File: src/rtl/pcp_pkg.sv
// ----------------------------------------------------------------------------
// pcp_pkg
// Shared types and character constants for the PETSCII to ANSI printer.
// ----------------------------------------------------------------------------
package pcp_pkg;

    // result buffer sizing
    localparam int unsigned MAX_RESULTS = 9;
    localparam int unsigned CNT_W       = $clog2(MAX_RESULTS + 1);

    // bus operation codes
    typedef enum logic [2:0] {
        OP_LISTEN    = 3'd0,
        OP_SECONDARY = 3'd1,
        OP_DATA      = 3'd2,
        OP_UNLISTEN  = 3'd3,
        OP_RESET     = 3'd4,
        OP_INIT      = 3'd5
    } t_op;

    // bus mode
    typedef enum logic [1:0] {
        MODE_IDLE   = 2'd0,
        MODE_LISTEN = 2'd1,
        MODE_OUTPUT = 2'd2
    } t_bus_mode;

    // configuration register indexes
    localparam logic REG_CONV_EN = 1'b0;
    localparam logic REG_DEV_NUM = 1'b1;

    // character codes
    localparam logic [7:0] CH_LF       = 8'd10;
    localparam logic [7:0] CH_CR       = 8'd13;
    localparam logic [7:0] CH_RVS_ON   = 8'd18;
    localparam logic [7:0] CH_RVS_OFF  = 8'd146;
    localparam logic [7:0] CH_QUOTE    = 8'd34;
    localparam logic [7:0] CH_SPACE    = 8'd32;
    localparam logic [7:0] CH_TILDE    = 8'd126;
    localparam logic [7:0] CH_NBSP     = 8'd160;
    localparam logic [7:0] CH_ESC      = 8'd27;
    localparam logic [7:0] CH_LBRACKET = 8'd91;
    localparam logic [7:0] CH_SEVEN    = 8'd55;
    localparam logic [7:0] CH_ZERO     = 8'd48;
    localparam logic [7:0] CH_LOWER_M  = 8'd109;
    localparam logic [7:0] CH_UPPER_R  = 8'd82;
    localparam logic [7:0] CH_UNDER    = 8'd95;

    // printer state
    typedef struct packed {
        t_bus_mode bus_mode;
        logic      ready;
        logic      reverse_on;
        logic      quote_mode;
    } t_state;

    // byte run produced by one item
    typedef logic [MAX_RESULTS-1:0][7:0] t_byte_vec;

    typedef struct packed {
        t_byte_vec        bytes;
        logic [CNT_W-1:0] count;
    } t_seq;

endpackage

File: src/rtl/pcp_convert.sv
// ----------------------------------------------------------------------------
// pcp_convert
// Decodes one bus item against the printer state: next state and byte run.
// ----------------------------------------------------------------------------
module pcp_convert (
    input  logic [2:0]      i_op,
    input  logic [4:0]      i_addr,
    input  logic [7:0]      i_data,
    input  logic            i_conv_en,
    input  logic [4:0]      i_dev_num,
    input  pcp_pkg::t_state i_state,
    output pcp_pkg::t_state o_state,
    output pcp_pkg::t_seq   o_seq
);

    logic is_ctrl;

    // non-printable codes
    assign is_ctrl = (i_data < pcp_pkg::CH_SPACE) ||
                     ((i_data > pcp_pkg::CH_TILDE) && (i_data < pcp_pkg::CH_NBSP));

    // operation decode and byte run build
    always_comb begin
        o_state     = i_state;
        o_seq.bytes = '0;
        o_seq.count = '0;
        case (pcp_pkg::t_op'(i_op))
            pcp_pkg::OP_LISTEN: begin
                if (i_state.ready && (i_addr == i_dev_num)) begin
                    o_state.bus_mode = pcp_pkg::MODE_LISTEN;
                end
            end
            pcp_pkg::OP_SECONDARY: begin
                if (i_state.bus_mode == pcp_pkg::MODE_LISTEN) begin
                    o_state.bus_mode = pcp_pkg::MODE_OUTPUT;
                end
            end
            pcp_pkg::OP_UNLISTEN: begin
                o_state.bus_mode = pcp_pkg::MODE_IDLE;
            end
            pcp_pkg::OP_RESET: begin
                o_state.ready    = 1'b1;
                o_state.bus_mode = pcp_pkg::MODE_IDLE;
            end
            pcp_pkg::OP_INIT: begin
                o_state.ready = 1'b1;
            end
            pcp_pkg::OP_DATA: begin
                if (i_state.bus_mode == pcp_pkg::MODE_OUTPUT) begin
                    if (!i_conv_en) begin
                        // raw pass-through
                        o_seq.bytes[0] = i_data;
                        o_seq.count    = pcp_pkg::CNT_W'(1);
                    end else if ((i_data == pcp_pkg::CH_LF) ||
                                 (i_data == pcp_pkg::CH_CR)) begin
                        // line end, drops quote and reverse
                        o_state.quote_mode = 1'b0;
                        o_seq.bytes[0]     = pcp_pkg::CH_LF;
                        o_seq.count        = pcp_pkg::CNT_W'(1);
                        if (i_state.reverse_on) begin
                            o_state.reverse_on = 1'b0;
                            o_seq.bytes[1]     = pcp_pkg::CH_ESC;
                            o_seq.bytes[2]     = pcp_pkg::CH_LBRACKET;
                            o_seq.bytes[3]     = pcp_pkg::CH_ZERO;
                            o_seq.bytes[4]     = pcp_pkg::CH_LOWER_M;
                            o_seq.count        = pcp_pkg::CNT_W'(5);
                        end
                    end else if ((i_data == pcp_pkg::CH_RVS_ON) ||
                                 (i_data == pcp_pkg::CH_RVS_OFF)) begin
                        if (!i_state.quote_mode) begin
                            // reverse switch as escape sequence
                            o_state.reverse_on = (i_data == pcp_pkg::CH_RVS_ON);
                            o_seq.bytes[0]     = pcp_pkg::CH_ESC;
                            o_seq.bytes[1]     = pcp_pkg::CH_LBRACKET;
                            o_seq.bytes[2]     = (i_data == pcp_pkg::CH_RVS_ON) ?
                                                 pcp_pkg::CH_SEVEN : pcp_pkg::CH_ZERO;
                            o_seq.bytes[3]     = pcp_pkg::CH_LOWER_M;
                            o_seq.count        = pcp_pkg::CNT_W'(4);
                        end else if (i_state.reverse_on) begin
                            // quoted reverse code, already reversed
                            o_seq.bytes[0] = (i_data == pcp_pkg::CH_RVS_ON) ?
                                             pcp_pkg::CH_UPPER_R : pcp_pkg::CH_UNDER;
                            o_seq.count    = pcp_pkg::CNT_W'(1);
                        end else begin
                            // quoted reverse code wrapped in reverse video
                            o_seq.bytes[0] = pcp_pkg::CH_ESC;
                            o_seq.bytes[1] = pcp_pkg::CH_LBRACKET;
                            o_seq.bytes[2] = pcp_pkg::CH_SEVEN;
                            o_seq.bytes[3] = pcp_pkg::CH_LOWER_M;
                            o_seq.bytes[4] = (i_data == pcp_pkg::CH_RVS_ON) ?
                                             pcp_pkg::CH_UPPER_R : pcp_pkg::CH_UNDER;
                            o_seq.bytes[5] = pcp_pkg::CH_ESC;
                            o_seq.bytes[6] = pcp_pkg::CH_LBRACKET;
                            o_seq.bytes[7] = pcp_pkg::CH_ZERO;
                            o_seq.bytes[8] = pcp_pkg::CH_LOWER_M;
                            o_seq.count    = pcp_pkg::CNT_W'(9);
                        end
                    end else if (i_data == pcp_pkg::CH_QUOTE) begin
                        o_state.quote_mode = ~i_state.quote_mode;
                        o_seq.bytes[0]     = pcp_pkg::CH_QUOTE;
                        o_seq.count        = pcp_pkg::CNT_W'(1);
                    end else if (is_ctrl) begin
                        o_seq.bytes[0] = pcp_pkg::CH_UNDER;
                        o_seq.count    = pcp_pkg::CNT_W'(1);
                    end else begin
                        o_seq.bytes[0] = i_data;
                        o_seq.count    = pcp_pkg::CNT_W'(1);
                    end
                end
            end
            default: begin
            end
        endcase
    end

endmodule

File: src/rtl/pcp_emit.sv
// ----------------------------------------------------------------------------
// pcp_emit
// Result buffer: holds one byte run and shifts it out one byte per cycle while the output is ready.
// ----------------------------------------------------------------------------
module pcp_emit (
    input  logic          i_clk,
    input  logic          i_rst_n,
    input  logic          i_load,
    input  pcp_pkg::t_seq i_seq,
    output logic          o_free,
    output logic          o_m_axis_tvalid,
    input  logic          i_m_axis_tready,
    output logic [7:0]    o_m_axis_tdata,   // [7:0] out_byte
    output logic          o_m_axis_tlast
);

    pcp_pkg::t_byte_vec           r_bytes;
    pcp_pkg::t_byte_vec           n_bytes;
    logic [pcp_pkg::CNT_W-1:0]    r_cnt;
    logic [pcp_pkg::CNT_W-1:0]    n_cnt;
    logic                         out_acc;

    assign out_acc = o_m_axis_tvalid && i_m_axis_tready;

    // buffer takes a new run once the last byte leaves
    assign o_free = (r_cnt == '0) ||
                    ((r_cnt == pcp_pkg::CNT_W'(1)) && i_m_axis_tready);

    // next buffer contents
    always_comb begin
        n_bytes = r_bytes;
        n_cnt   = r_cnt;
        if (i_load) begin
            n_bytes = i_seq.bytes;
            n_cnt   = i_seq.count;
        end else if (out_acc) begin
            n_bytes = {8'h00, r_bytes[pcp_pkg::MAX_RESULTS-1:1]};
            n_cnt   = r_cnt - pcp_pkg::CNT_W'(1);
        end
    end

    // count register
    always_ff @(posedge i_clk) begin
        if (!i_rst_n) begin
            r_cnt <= '0;
        end else begin
            r_cnt <= n_cnt;
        end
    end

    // byte storage
    always_ff @(posedge i_clk) begin
        r_bytes <= n_bytes;
    end

    assign o_m_axis_tvalid = (r_cnt != '0);
    assign o_m_axis_tdata  = r_bytes[0];
    assign o_m_axis_tlast  = (r_cnt == pcp_pkg::CNT_W'(1));

endmodule

File: src/rtl/petscii_printer_ansi_converter_top.sv
// Flow: an accepted item is held in the input register and decoded from it; its byte run is
// loaded into the result buffer once free, then sent one byte per cycle while the port is ready.
// Throughput: one item per cycle for items without output while the buffer is free; an item
// of n bytes (up to nine) holds the buffer until its last byte leaves: the output sets the rate.
// Reset (synchronous, active low): bus mode idle, not ready, reverse and quote off,
// conversion enabled, device number 4, no item or result pending.
// ----------------------------------------------------------------------------
// petscii_printer_ansi_converter_top
// Serial-bus printer front end converting PETSCII data bytes into ANSI text.
// ----------------------------------------------------------------------------
module petscii_printer_ansi_converter_top (
    input  logic        i_clk,
    input  logic        i_rst_n,
    // item input
    input  logic        i_s_axis_tvalid,
    output logic        o_s_axis_tready,
    input  logic [15:0] i_s_axis_tdata,   // [2:0] operation, [7:3] device_address,
                                          // [15:8] data_byte
    // result output
    output logic        o_m_axis_tvalid,
    input  logic        i_m_axis_tready,
    output logic [7:0]  o_m_axis_tdata,   // [7:0] out_byte
    output logic        o_m_axis_tlast,   // last
    // configuration
    input  logic        psel,
    input  logic        penable,
    input  logic        pwrite,
    input  logic [2:0]  paddr,
    input  logic [31:0] pwdata,
    output logic [31:0] prdata,
    output logic        pready
);

    logic            r_in_valid;
    logic [2:0]      r_op;
    logic [4:0]      r_addr;
    logic [7:0]      r_data;
    logic            r_conv_en;
    logic [4:0]      r_dev_num;
    pcp_pkg::t_state r_state;
    pcp_pkg::t_state n_state;
    pcp_pkg::t_seq   conv_seq;
    logic            buf_free;
    logic            proc;
    logic            in_acc;
    logic            cfg_wr;

    // input register handshake
    assign proc            = r_in_valid && buf_free;
    assign o_s_axis_tready = !r_in_valid || proc;
    assign in_acc          = i_s_axis_tvalid && o_s_axis_tready;

    always_ff @(posedge i_clk) begin
        if (!i_rst_n) begin
            r_in_valid <= 1'b0;
        end else if (in_acc) begin
            r_in_valid <= 1'b1;
        end else if (proc) begin
            r_in_valid <= 1'b0;
        end
    end

    always_ff @(posedge i_clk) begin
        if (in_acc) begin
            r_op   <= i_s_axis_tdata[2:0];
            r_addr <= i_s_axis_tdata[7:3];
            r_data <= i_s_axis_tdata[15:8];
        end
    end

    // configuration registers
    assign pready = 1'b1;
    assign cfg_wr = psel && penable && pwrite && pready;

    always_ff @(posedge i_clk) begin
        if (!i_rst_n) begin
            r_conv_en <= 1'b1;
            r_dev_num <= 5'd4;
        end else if (cfg_wr) begin
            case (paddr[2])
                pcp_pkg::REG_CONV_EN: r_conv_en <= pwdata[0];
                pcp_pkg::REG_DEV_NUM: r_dev_num <= pwdata[4:0];
                default: begin
                end
            endcase
        end
    end

    // register read-back
    always_comb begin
        case (paddr[2])
            pcp_pkg::REG_CONV_EN: prdata = {31'd0, r_conv_en};
            pcp_pkg::REG_DEV_NUM: prdata = {27'd0, r_dev_num};
            default:              prdata = '0;
        endcase
    end

    // item decode
    pcp_convert u_convert (
        .i_op      (r_op),
        .i_addr    (r_addr),
        .i_data    (r_data),
        .i_conv_en (r_conv_en),
        .i_dev_num (r_dev_num),
        .i_state   (r_state),
        .o_state   (n_state),
        .o_seq     (conv_seq)
    );

    // printer state
    always_ff @(posedge i_clk) begin
        if (!i_rst_n) begin
            r_state.bus_mode   <= pcp_pkg::MODE_IDLE;
            r_state.ready      <= 1'b0;
            r_state.reverse_on <= 1'b0;
            r_state.quote_mode <= 1'b0;
        end else if (proc) begin
            r_state <= n_state;
        end
    end

    // result buffer
    pcp_emit u_emit (
        .i_clk           (i_clk),
        .i_rst_n         (i_rst_n),
        .i_load          (proc),
        .i_seq           (conv_seq),
        .o_free          (buf_free),
        .o_m_axis_tvalid (o_m_axis_tvalid),
        .i_m_axis_tready (i_m_axis_tready),
        .o_m_axis_tdata  (o_m_axis_tdata),
        .o_m_axis_tlast  (o_m_axis_tlast)
    );

endmodule
File: config.mk
export PLATFORM = sky130hd
export DESIGN_NAME = petscii_printer_ansi_converter_top
export DESIGN_NICKNAME = d
export VERILOG_FILES = /design/src/rtl/pcp_pkg.sv /design/src/rtl/pcp_convert.sv /design/src/rtl/pcp_emit.sv /design/src/rtl/petscii_printer_ansi_converter_top.sv
export SDC_FILE = /design/constraint.sdc
export NUM_CORES = 1
export LEC_CHECK = 0
export ABC_CLOCK_PERIOD_IN_PS = 3200
export BUFFER_PORTS_ARGS = -buffer_cell sky130_fd_sc_hd__buf_2
export CORE_UTILIZATION = 35
export DETAILED_ROUTE_END_ITERATION = 10
export GPL_TIMING_DRIVEN = 0
export PLACE_DENSITY = 0.59
export SLEW_MARGIN = 20
export SYNTH_ARGS = -nofsm -noshare
export SYNTH_HDL_FRONTEND = slang
export SYNTH_SLANG_ARGS = --single-unit
File: constraint.sdc
create_clock -name i_clk -period 3.2 [get_ports i_clk]
set_input_delay 0.32 -clock i_clk [delete_from_list [all_inputs] [get_ports i_clk]]
set_output_delay 0.32 -clock i_clk [all_outputs]
set_load 0.05 [all_outputs]
==> results by group <==
Detailed routing
  – Drt pass-1 iters: 4
  – Antenna-violating nets left: 0
  – DRC: 0
  – Initial DRC count: 126
  – Vias per cell: 4.68
  – Via count: 2558
  – WL/cell: 12.6 um
  – Post-Route WL: 6890 um

Min path
  – Hold Crit Depth: 1
  – Worst hold-check path type: in -> reg
  – Worst Hold End: r_op[1]$_DFFE_PP_
  – Worst Min Path Start: i_s_axis_tdata[1]

STA
  – Crit share post-route: 82.5%
  – Final Slew Violations: 0
  – Hold slack: 0.149 ns
  – TNS Setup: 0 ns
  – Slew @ Worst Pin: 0.636 ns
  – Final setup violation count: 0
  – Max_slew headroom: 56.4%
  – Period minus WS final: 2.64 ns
  – Unrepaired setup endpoints after global routing: false
  – Max Clock Skew: 0.00668 ns
  – Maximum clock rate: 379 MHz
  – Final hold violations: 0

Synthesis
  – Synth Warn #: 0
  – Dominant cells by area after synthesis: edfxtp_1, dfxtp_1, buf_4
  – Post-synth top flop: edfxtp_1
  – Count of different cell masters after synthesis: 57
  – Post-synth top area cell: edfxtp_1
  – Syn_area_per_cell: 11.4 um^2
  – Top post-synthesis cells by count: edfxtp_1, nand2_1, buf_4
  – FF+latch count, synth: 76
  – Post-synth EDFFs: 60
  – Synth top area share: 48.8%
  – Gate Count Post-Synth: 324
  – Sequential element share of the synthesized area: 57.5%
  – Synth async-reset ratio: 0%
  – Count leader, synth: edfxtp_1
  – Mapped Area: 3690 um^2

Setup path
  – Crit-path max FO: 10
  – Setup crit end kind: register
  – WP data required: 3.34 ns
  – CP Launch Point: u_emit.r_cnt[0]$_SDFFE_PN0P_
  – Reg2reg start: u_emit.r_cnt[0]$_SDFFE_PN0P_
  – Length in cells of the worst reg-to-reg path: 9
  – Type of the worst setup path: reg -> reg
  – Reg-to-reg slack, setup: 0.56 ns
  – Reg2reg end: u_emit.o_m_axis_tdata[4]$_DFFE_PP_
  – Startpoint Class: register
  – Crit path DAT: 2.77 ns

Job
  – Max Cap Viol: 0

GRT
  – First-pass GRT wire length: 11200 um
  – Largest net degree at the start of global routing: 35
  – Vias in the first global route: 2345
  – GR Overflow Total: 0
  – Initial antenna violation count: 0
  – GRT Util Overall: 13.3%

Pwr
  – Flop pwr share: 44.2%
  – Clock group share of total power: 19.9%
  – Sw Ratio: 35.5%
  – Sw Pwr: 1390 uW
  – Tot Pwr: 3930 uW
  – Comb pwr share: 35.9%
  – VDD IR-drop max: 0.700 mV
  – Lkg Pwr: 0.00192 uW
  – Cell Int Power: 2530 uW
  – P per Cell Area: 889 nW/um^2

Floorplanning
  – # IOs: 102
  – Die W: 105 um
  – Die Span Y: 105 um
  – Die Footprint: 11000 um^2
  – Row count: 37
  – Starting density of the core: 35.9%
  – Core box area: 10300 um^2

CTS
  – Clk slew on worst S/H paths: 0.08 ns
  – CTS tree: yes
  – H-tree levels: 3
  – Clk_lat worst skew: 0.34 ns
  – Number of CTS-inserted buffers: 9
  – Sink Count: 76
  – Post-CTS resize count: 0
  – Root buffer cell: clkbuf_8
  – CTS Buffer Depth: 2
  – Setup repair bufs after CTS: 0
  – Cts hold-fix bufs: 0

Final layout
  – Layout area overhead: 19.8%
  – Layout net count: 465
  – Design Area, Final: 4420 um^2
  – Antenna diodes: 0
  – Fraction of layout cells with a size suffix above 1: 28.8%

Placed design
  – Placed Area: 4210 um^2
  – Buffers on Ports: 42
  – DP HPWL: 4850 um
  – Placer's final routability congestion estimate: 0.779

Status
  – Status: completed
power by group through the flow:
| stage | sequential (uW) | clock (uW) | combinational [uW] |
|---|---|---|---|
| after CTS | 1740 | 802 | 1420 |
| after floorplan | 1730 | 0 | 1110 |
| after global routing | 1780 | 848 | 1550 |
| final | 1740 | 783 | 1410 |
| after detailed placement | 1760 | 0 | 1420 |
| after global placement | 1770 | 0 | 1340 |
routing by layer:
| layer | GRT usage (%) | part of all wire, % | wire, um |
|---|---|---|---|
| met3 | 4.49 | 6.4 | 441 |
| met2 | 21.3 | 48 | 3280 |
| met4 | 4.93 | 1.7 | 114 |
| met5 | 0 | 0 | 0 |
| met1 | 16.5 | 44 | 3060 |
how the worst max path moves through the flow:
stage	to	depth (start not counted)	slack, ns
after floorplan	u_emit.r_cnt[3]$_SDFFE_PN0P_	6	0.43
after global placement	u_emit.r_cnt[3]$_SDFFE_PN0P_	6	0.17
after detailed placement	u_emit.o_m_axis_tdata[4]$_DFFE_PP_	9	0.57
after CTS	u_emit.o_m_axis_tdata[4]$_DFFE_PP_	9	0.54
after global routing	u_emit.o_m_axis_tdata[4]$_DFFE_PP_	9	0.30
final	u_emit.o_m_axis_tdata[4]$_DFFE_PP_	9	0.56
registers in the layout (all words and copies together), names as in the netlist:
name                   count
u_emit.r_cnt               4
r_dev_num                  5
u_emit.o_m_axis_tdata      8
r_state                    5
r_data                     8
r_conv_en                  1
u_emit.r_bytes            36
r_op                       3
r_in_valid                 1
r_addr                     5
cells by family after synthesis:
kind of cell | Yosys count | synth area share (%)
compound gates | 46 | 8.88
fa+ha+maj | 2 | 0.678
flops | 76 | 57.5
buf+inv | 54 | 9.22
other cells | 2 | 0.203
simple gates | 128 | 19.4
xor+xnor | 7 | 1.66
mux | 9 | 2.47
worst max-delay path, stage by stage (launching register included):
cell and delay [ns]:
dfxtp_1 0.40, inv_1 0.06, ha_1 0.24, a21o_1 0.23, nand2_1 0.14, clkbuf_1 0.39, buf_2 0.34, clkbuf_1 0.41
nand2_1 0.14, o41ai_1 0.09
final cells by class:
type,count,area (um^2)
Timing Repair Buffer,44,241
Inverter,8,30.0
Tap cell,136,170
Fill cell,982,5860
Multi-Input combinational cell,220,1330
Buffer,46,310
Clock buffer,10,128
Clock inverter,6,88.8
Sequential cell,76,2120
through the flow:
step	setup WS (ns)	util, %	cells
global placement	0.168	40.6	528
finish	0.561	43.0	546
detailed placement	0.565	40.9	530
global route	0.298	43.0	546
floorplan	0.429	-	350
CTS	0.543	43.0	546
layout by cell type, fill, tap and decap left out, types with 3 or more instances in the layout:
cell type,synthesis,layout
nand2_1,44,44
o21ai_0,5,5
inv_1,8,7
or2_2,8,8
nor2b_1,8,8
a21boi_0,3,3
edfxtp_1,60,60
nand4_1,3,3
conb_1,2,28
clkbuf_1,6,7
nor3_1,5,5
clkbuf_8,0,9
nor2_1,13,13
nand3_1,10,10
xor2_1,6,6
dfxtp_1,16,16
mux2i_1,8,8
buf_4,36,36
o211ai_1,3,3
a21o_1,8,8
buf_2,2,44
and2_1,15,15
nor3b_1,3,3
a21oi_1,9,8
Note: power is estimated with default switching activity, not from simulation.
